File: config.mk
export PLATFORM = sky130hd
export DESIGN_NAME = kpvt_muldiv
export DESIGN_NICKNAME = d
export VERILOG_FILES = /design/src/sv/kpvt_pkg.sv /design/src/sv/kpvt_muldiv.sv
export SDC_FILE = /design/constraint.sdc
export NUM_CORES = 1
export LEC_CHECK = 0
export ABC_AREA = 0
export BUFFER_PORTS_ARGS = -buffer_cell sky130_fd_sc_hd__buf_2
export CAP_MARGIN = 15
export CORE_ASPECT_RATIO = 0.6
export CORE_MARGIN = 2
export CORE_UTILIZATION = 24
export DETAILED_ROUTE_END_ITERATION = 7
export GPL_ROUTABILITY_DRIVEN = 0
export SETUP_SLACK_MARGIN = 0.05
export SLEW_MARGIN = 20
export SYNTH_ARGS = -nofsm -noshare
export SYNTH_HDL_FRONTEND = slang
export SYNTH_SLANG_ARGS = --single-unit
File: constraint.sdc
create_clock -name clk_i -period 13.5 [get_ports clk_i]
set_input_delay 2.7 -clock clk_i [delete_from_list [all_inputs] [get_ports clk_i]]
set_output_delay 2.7 -clock clk_i [all_outputs]
set_load 0.02 [all_outputs]
File: src/sv/kpvt_pkg.sv
// ----------------------------------------------------------------------------
// kpvt_pkg
// Types and fixed constants shared by the position/velocity tracker modules.
// ----------------------------------------------------------------------------
package kpvt_pkg;

  // States of the serial multiply-divide unit.
  typedef enum logic [2:0] {
    MD_IDLE,
    MD_MUL,
    MD_ROUND,
    MD_CHECK,
    MD_DIV,
    MD_FIN
  } md_state_e;

  // States of the filter sequencer.
  typedef enum logic [1:0] {
    SQ_IDLE,
    SQ_START,
    SQ_WAIT,
    SQ_OUT
  } seq_state_e;

  // One entry per multiply-divide operation of an update, in issue order.
  typedef enum logic [3:0] {
    OP_VEL,
    OP_PP_PV,
    OP_PP_VV,
    OP_PP_A,
    OP_PV_VV,
    OP_PV_A,
    OP_VV_A,
    OP_DX,
    OP_DV,
    OP_DVV,
    OP_DPV,
    OP_DPP
  } op_e;

  // Status of the multiply-divide unit as seen by the sequencer.
  typedef struct packed {
    logic busy;
    logic done;
  } md_status_t;

  // Divisors of the constant-gain prediction terms (dt = 0.01 s).
  localparam logic [63:0] DivPosStep   = 64'd100;
  localparam logic [63:0] DivCrossPp   = 64'd50;
  localparam logic [63:0] DivVelPp     = 64'd10000;
  localparam logic [63:0] DivAccelPp   = 64'd400000000;
  localparam logic [63:0] DivVelPv     = 64'd100;
  localparam logic [63:0] DivAccelPv   = 64'd2000000;
  localparam logic [63:0] DivAccelVv   = 64'd10000;

  localparam logic [31:0] AccelReset   = 32'h0100_0000;
  localparam logic [63:0] SatMax64     = 64'h7FFF_FFFF_FFFF_FFFF;
  localparam logic [63:0] SatMin64     = 64'h8000_0000_0000_0000;

endpackage

File: src/sv/kpvt_muldiv.sv
// ----------------------------------------------------------------------------
// kpvt_muldiv
// Bit-serial round(a*b/d): shift-add multiply, round, restoring divide.
// ----------------------------------------------------------------------------
module kpvt_muldiv (
  input  logic                     clk_i,
  input  logic                     rst_ni,
  input  logic                     start_i,
  input  logic [63:0]              op_a_i,
  input  logic [63:0]              op_b_i,
  input  logic [63:0]              divisor_i,
  output kpvt_pkg::md_status_t     status_o,
  output logic [63:0]              result_o
);

  kpvt_pkg::md_state_e state_q, state_d;
  logic [63:0] mcand_q, mcand_d;
  logic [63:0] hi_q, hi_d;
  logic [63:0] lo_q, lo_d;
  logic [63:0] div_q, div_d;
  logic        neg_q, neg_d;
  logic [5:0]  cnt_q, cnt_d;

  logic [64:0] mul_sum;
  logic [64:0] rnd_sum;
  logic [64:0] rem_sh;
  logic [64:0] rem_diff;
  logic        rem_ge;

  function automatic logic [63:0] mag(input logic [63:0] x);
    return x[63] ? (~x + 64'd1) : x;
  endfunction

  function automatic logic [63:0] from_mag(input logic [63:0] q, input logic neg);
    if (neg) begin
      return q[63] ? kpvt_pkg::SatMin64 : (~q + 64'd1);
    end
    return q[63] ? kpvt_pkg::SatMax64 : q;
  endfunction

  assign mul_sum  = {1'b0, hi_q} + (lo_q[0] ? {1'b0, mcand_q} : 65'd0);
  assign rnd_sum  = {1'b0, lo_q} + {2'b00, div_q[63:1]};
  assign rem_sh   = {hi_q, lo_q[63]};
  assign rem_ge   = rem_sh >= {1'b0, div_q};
  assign rem_diff = rem_sh - {1'b0, div_q};

  always_comb begin
    state_d = state_q;
    mcand_d = mcand_q;
    hi_d    = hi_q;
    lo_d    = lo_q;
    div_d   = div_q;
    neg_d   = neg_q;
    cnt_d   = cnt_q;
    case (state_q)
      kpvt_pkg::MD_IDLE: begin
        if (start_i) begin
          mcand_d = mag(op_a_i);
          lo_d    = mag(op_b_i);
          hi_d    = '0;
          div_d   = divisor_i;
          neg_d   = op_a_i[63] ^ op_b_i[63];
          cnt_d   = '0;
          state_d = kpvt_pkg::MD_MUL;
        end
      end
      kpvt_pkg::MD_MUL: begin
        hi_d  = mul_sum[64:1];
        lo_d  = {mul_sum[0], lo_q[63:1]};
        cnt_d = cnt_q + 6'd1;
        if (&cnt_q) begin
          state_d = kpvt_pkg::MD_ROUND;
        end
      end
      kpvt_pkg::MD_ROUND: begin
        lo_d    = rnd_sum[63:0];
        hi_d    = hi_q + {63'd0, rnd_sum[64]};
        state_d = kpvt_pkg::MD_CHECK;
      end
      kpvt_pkg::MD_CHECK: begin
        // A quotient wider than 64 bits saturates.
        if (hi_q >= div_q) begin
          lo_d    = '1;
          state_d = kpvt_pkg::MD_FIN;
        end else begin
          cnt_d   = '0;
          state_d = kpvt_pkg::MD_DIV;
        end
      end
      kpvt_pkg::MD_DIV: begin
        hi_d  = rem_ge ? rem_diff[63:0] : rem_sh[63:0];
        lo_d  = {lo_q[62:0], rem_ge};
        cnt_d = cnt_q + 6'd1;
        if (&cnt_q) begin
          state_d = kpvt_pkg::MD_FIN;
        end
      end
      kpvt_pkg::MD_FIN: begin
        state_d = kpvt_pkg::MD_IDLE;
      end
      default: begin
        state_d = kpvt_pkg::MD_IDLE;
      end
    endcase
  end

  always_ff @(posedge clk_i or negedge rst_ni) begin
    if (!rst_ni) begin
      state_q <= kpvt_pkg::MD_IDLE;
      cnt_q   <= '0;
    end else begin
      state_q <= state_d;
      cnt_q   <= cnt_d;
    end
  end

  always_ff @(posedge clk_i) begin
    mcand_q <= mcand_d;
    hi_q    <= hi_d;
    lo_q    <= lo_d;
    div_q   <= div_d;
    neg_q   <= neg_d;
  end

  assign status_o.busy = state_q != kpvt_pkg::MD_IDLE;
  assign status_o.done = state_q == kpvt_pkg::MD_FIN;
  assign result_o      = from_mag(lo_q, neg_q);

endmodule

**After elaboration in Yosys (flattened, before gate mapping)**

Index checks and enable logic that the tools add are counted.

- Input port bits: 195
- Register bits after elaboration: 266
- Word-level logic and storage cells: 66
- Bits in latches: 0
- Memories kept: 0
- ROM bits: 0
- Output and inout port bits: 66
- Bits in writable memories: 0

- Magnitude comparators: 2
- Div/mod/pow operators: 0
- Equal/unequal tests: 10
- Multiply operators: 0
- Mux-type cells: 22
- Add/subtract/negate cells: 8
- Reductions and logical operators: 12
- Bitwise logic cells: 4
- Shift operators: 0

Operators by type and width:

| operator | number |
|---|---|
| 64-bit 2-to-1 mux | 9 |
| 64-bit one-hot mux with 5 select lines | 1 |
| 64-bit one-hot mux with 4 select lines | 1 |
| 64-bit by 1-bit adder with 64-bit output, second input constant | 3 |
| 64-bit inverter | 3 |
| 63-bit 2-to-1 mux | 2 |
| 64-bit by 63-bit adder with 65-bit output | 1 |
| 64-bit by 64-bit adder with 65-bit output | 1 |
| 65-bit by 64-bit >= comparator with 1-bit output | 1 |
| 64-bit by 1-bit adder with 64-bit output | 1 |
| 64-bit >= comparator | 1 |
| 64-bit subtractor | 1 |
| 6-bit one-hot mux with 3 select lines | 1 |
| 3-bit one-hot mux with 5 select lines | 1 |
| 6-bit 2-to-1 mux | 2 |
| 2-bit != test, second input constant | 5 |
| 3-bit 2-to-1 mux | 3 |
| 3-bit AND reduction | 3 |
| 6-bit by 1-bit adder with 6-bit output, second input constant | 1 |
| 3-bit by 2-bit == test with 1-bit output, second input constant | 2 |
| 3-bit == test, second input constant | 2 |
| 6-bit AND reduction | 1 |
| 3-bit nonzero test | 2 |
| 5-bit nonzero test | 1 |
| other kinds (7) | 9 |

**Depth between registers and ports, before layout**

- Depth after elaboration: 5
- Gate-level depth with buffers: 27
- Mapped depth without buffers: 26

**Least setup slack after synthesis**

Ideal clock, no wire load.

- Path type: input to register
- Start point: input port start_i
- End point: register div_q[0] (enable)
- Setup slack: 7.276 ns
- Arrival time: 5.719 ns
- Buffers on the path: 0
- Stages on the path: 1
- Data required time: 12.995 ns
- Library setup time: 0.505 ns
- Path through: and3_1

- Word-level cells in the longest chain between the ends: 1

Ends and longest elaborated chain:

| what | RTL line | RTL |
|---|---|---|
| start: declaration | kpvt_muldiv.sv:8 | `input logic start_i,` |
| 2-bit AND reduction (no line) | - |  |
| end signal: assignment | kpvt_muldiv.sv:121 | `div_q <= div_d;` |
| end: declaration | kpvt_muldiv.sv:20 | `logic [63:0] div_q, div_d;` |

No other way between the ends.
A chain may end at the register's enable or synchronous reset.

**Worst setup path after layout**

- Start point: register lo_q[26]
- End point: output port result_o[59]

- Word-level cells in the longest chain between the ends: 5

Ends and longest elaborated chain:

| what | RTL line | RTL |
|---|---|---|
| start: declaration | kpvt_muldiv.sv:19 | `logic [63:0] lo_q, lo_d;` |
| start signal: assignment | kpvt_muldiv.sv:120 | `lo_q <= lo_d;` |
| 64-bit inverter | kpvt_muldiv.sv:36 | `return q[63] ? kpvt_pkg::SatMin64 : (~q + 64'd1);` |
| 64-bit by 1-bit adder with 64-bit output | kpvt_muldiv.sv:36 |  |
| 64-bit 2-to-1 mux | kpvt_muldiv.sv:36 |  |
| 64-bit 2-to-1 mux | kpvt_muldiv.sv:35 | `if (neg) begin` |
| 64-bit 2-to-1 mux | kpvt_muldiv.sv:38 | `return q[63] ? kpvt_pkg::SatMax64 : q;` |
| end: declaration | kpvt_muldiv.sv:13 | `output logic [63:0] result_o` |

No other way between the ends. The select of a mux whose other input is x is not followed.

==> results.yml <==
floorplan:
  start_util_pct: 24.3
  rows: 101
  fp.coreArea_um2: 127000
  die_w_um: 468
  die_h_um: 282
  io_pins: 261
  die_area_um2: 132000
synthesis:
  synthTopCellsByArea: "edfxtp_1, ha_1, xnor2_1"
  synth_common_cells: "nand2_1, a21oi_1, nor2_1, o21ai_0, ha_1"
  seq_area_frac_synth_pct: 25.7
  async_reset_ff_share_pct: 3.38
  syn_area_per_cell_um2: 8.02
  syn_nets: 4319
  yosysTopAreaCell: "edfxtp_1"
  synth_edf_count: 257
  synth_top_flop_cell: "edfxtp_1"
  synth_cell_types: 84
  yosysMostFrequentCell: "nand2_1"
  synth_top_area_share_pct: 24.9
  netlist_area_um2: 30900
  yosys_register_bits: 266
  synthCells: 3860
  yosysWarnings: 0
clocking:
  clock_path_buffers: 3
  cts_resized: 0
  cts_buffers: 35
  clk-insertion-delay-late_ps: 560
  post_cts_buffers: 0
  clk_pin_slew_ps: 70
  holdBufCountCts: 0
  clock_sinks: 266
  clockRootBuffer: "clkbuf_16"
  htreeDepth: 2
  cts_tree: "built"
sta:
  hold_viol_final: 0
  setup-violations-final: 0
  period_share_pct: 56.1
  report.final.slew_viol_count: 0
  min_period_ps: 7570
  rsz0062_at_grt: "false"
  max_freq_mhz: 132
  maxSlewHeadroom_pct: 27.3
  fin_setup_tns_ps: 0
  tightest_slew_ps: 1080
  fin_skew_ps: 26.6
pwr:
  power-per-cell-area_nw_per_um2: 229
  leakagePower_nw: 14.1
  ir_drop_uv: 113
global_routing:
  grt_max_degree: 76
  grt_pass1_vias: 29000
  grtUsageTotal_pct: 18.0
  grt_first_pass_wirelength_um: 184000
  antenna_found_initial: 11
  grt_overflow_total: 0
placement:
  dp_hpwl_um: 97700
  portBuffers: 260
min_path:
  hp-start: "cnt_q[1]"
  holdPathStages: 2
  holdCritPathClass: "flip-flop to flip-flop"
  min_to: "cnt_q[1]"
drt:
  drt_iter0_markers: 3788
  wl_per_cell_um: 21.5
  firstDrtPassIters: 6
  vias: 31200
  drt-total-wl_um: 123000
  drc_errors: 0
  vias_per_cell: 5.44
  ant_nets: 0
run:
  drv_cap: 0
critical_path:
  critPathLaunchType: "flip-flop"
  crit_arrival_ps: 4870
  worst_ep_required_time_ps: 10800
  reg2reg_from: "lo_q[1]"
  crit_path_end_kind: "primary output"
  timing.rr.end: "hi_q[59]"
  r2r_cells: 26
  crit_path_max_fanout: 7
  reg2reg_slack_ps: 6060
  critPathKind: "flip-flop to primary output"
status:
  outcome: "finished clean"
cells_and_area:
  nets: 4473
  syn_to_final_growth_pct: 13.6
  drive_gt1_share_pct: 10.4
  num-fill-cells: 13600
  final_util_pct: 27.6
==> state kept, by name, indices dropped and copies added, names as in the netlist <==
name	count
lo_q	64
mcand_q	64
neg_q	1
hi_q	64
div_q	64
cnt_q	6
state_q	3
==> power breakdown <==
| group | total (mW) | internal (mW) | switching, mW |
|---|---|---|---|
| Clock | 0.944 | 0.536 | 0.408 |
| Combinational | 5.28 | 2.10 | 3.18 |
| Sequential | 1.83 | 1.29 | 0.547 |
==> per-layer routing <==
layer | track usage (%) | up-vias | part of all wire (%)
met5 | 0 | - | 0.066
met2 | 26.8 | 1357 | 42
met4 | 5.72 | 14 | 3.5
li1 | - | 14800 | -
met1 | 25.9 | 14900 | 46
met3 | 3.60 | 208 | 8.5
==> area by class of cell <==
type                       instances  area [um^2]  share of cell area [%]
sequential                       266         7950                    22.6
inverter                         127          477                    1.36
clock buffer                      41          941                    2.68
clock inverter                    19          145                   0.413
antenna                            2         5.00                  0.0142
multi-input combinational       3282        21900                    62.2
timing repair buffer             302         1630                    4.64
tap                             1699         2130                    6.05
==> worst max-delay path: stages, from the launching register on <==
cell,delay [ps]
edfxtp_1,520
or4_1,600
nor4_1,300
nand2_1,150
nor3_1,340
nand2b_1,270
or2_2,390
nor2_1,340
nand3_1,300
o21ai_0,350
xor2_1,460
buf_2,260
==> worst max path at each step <==
stage | startpoint | end | slack [ps] | depth (start not counted)
5_1_grt | div_q[1] | hi_q[62] | 5550 | 27
3_5_place_dp | lo_q[1] | hi_q[59] | 6290 | 26
4_1_cts | lo_q[3] | result_o[55] | 6000 | 12
6_report | lo_q[26] | result_o[59] | 5930 | 11
3_3_place_gp | div_q[1] | hi_q[54] | 6400 | 27
2_1_floorplan | start_i | div_q[0] | 7280 | 1
==> per-stage QoR <==
| stage | instance area, um^2 | hold WS [ps] | instances | setup WS, ps | power, mW |
|---|---|---|---|---|---|
| 6_report | 35100 | 575 | 5738 | 5930 | 8.06 |
| 5_1_grt | 35100 | 618 | 5737 | 5550 | 8.68 |
| 4_1_cts | 35100 | 571 | 5736 | 6000 | 7.97 |
| 3_5_place_dp | 34100 | 555 | 5676 | 6290 | 6.98 |
| 3_3_place_gp | 34000 | 546 | 5675 | 6400 | 6.93 |
| 2_1_floorplan | 30900 | 521 | 3860 | 7280 | 5.46 |
==> kinds of logic (layout without fill, tap and decap cells) <==
group	after synthesis	count (layout)	share of synthesized area [%]
compound gates	1318	1318	27.3
xor+xnor	389	389	11.0
fa+ha+maj	265	265	10.8
buf+inv	312	489	3.78
flops	266	266	25.7
mux	38	38	1.25
other cells	0	2	0
simple gates	1272	1272	20.2
==> layout by cell type, fill, tap and decap left out, types with 28 or more instances in the layout <==
| master | n |
|---|---|
| a22oi_1 | 62 |
| a21oi_1 | 371 |
| buf_4 | 41 |
| buf_2 | 260 |
| o221ai_1 | 28 |
| nor2b_1 | 30 |
| nand3_1 | 96 |
| o21ai_0 | 288 |
| nand2_1 | 375 |
| xor2_1 | 158 |
| a21o_1 | 138 |
| o22ai_1 | 44 |
| o21bai_1 | 36 |
| xnor2_1 | 231 |
| nor2_1 | 291 |
| a211oi_1 | 44 |
| nor3_1 | 70 |
| o211ai_1 | 31 |
| a31oi_1 | 28 |
| nand2b_1 | 37 |
| o31ai_1 | 49 |
| clkbuf_16 | 37 |
| mux2i_1 | 32 |
| and2_1 | 84 |
| ha_1 | 261 |
| inv_1 | 124 |
| nand4_1 | 68 |
| and3_1 | 40 |
| or3_1 | 55 |
| edfxtp_1 | 257 |
Note: power is estimated with default switching activity, not from simulation.
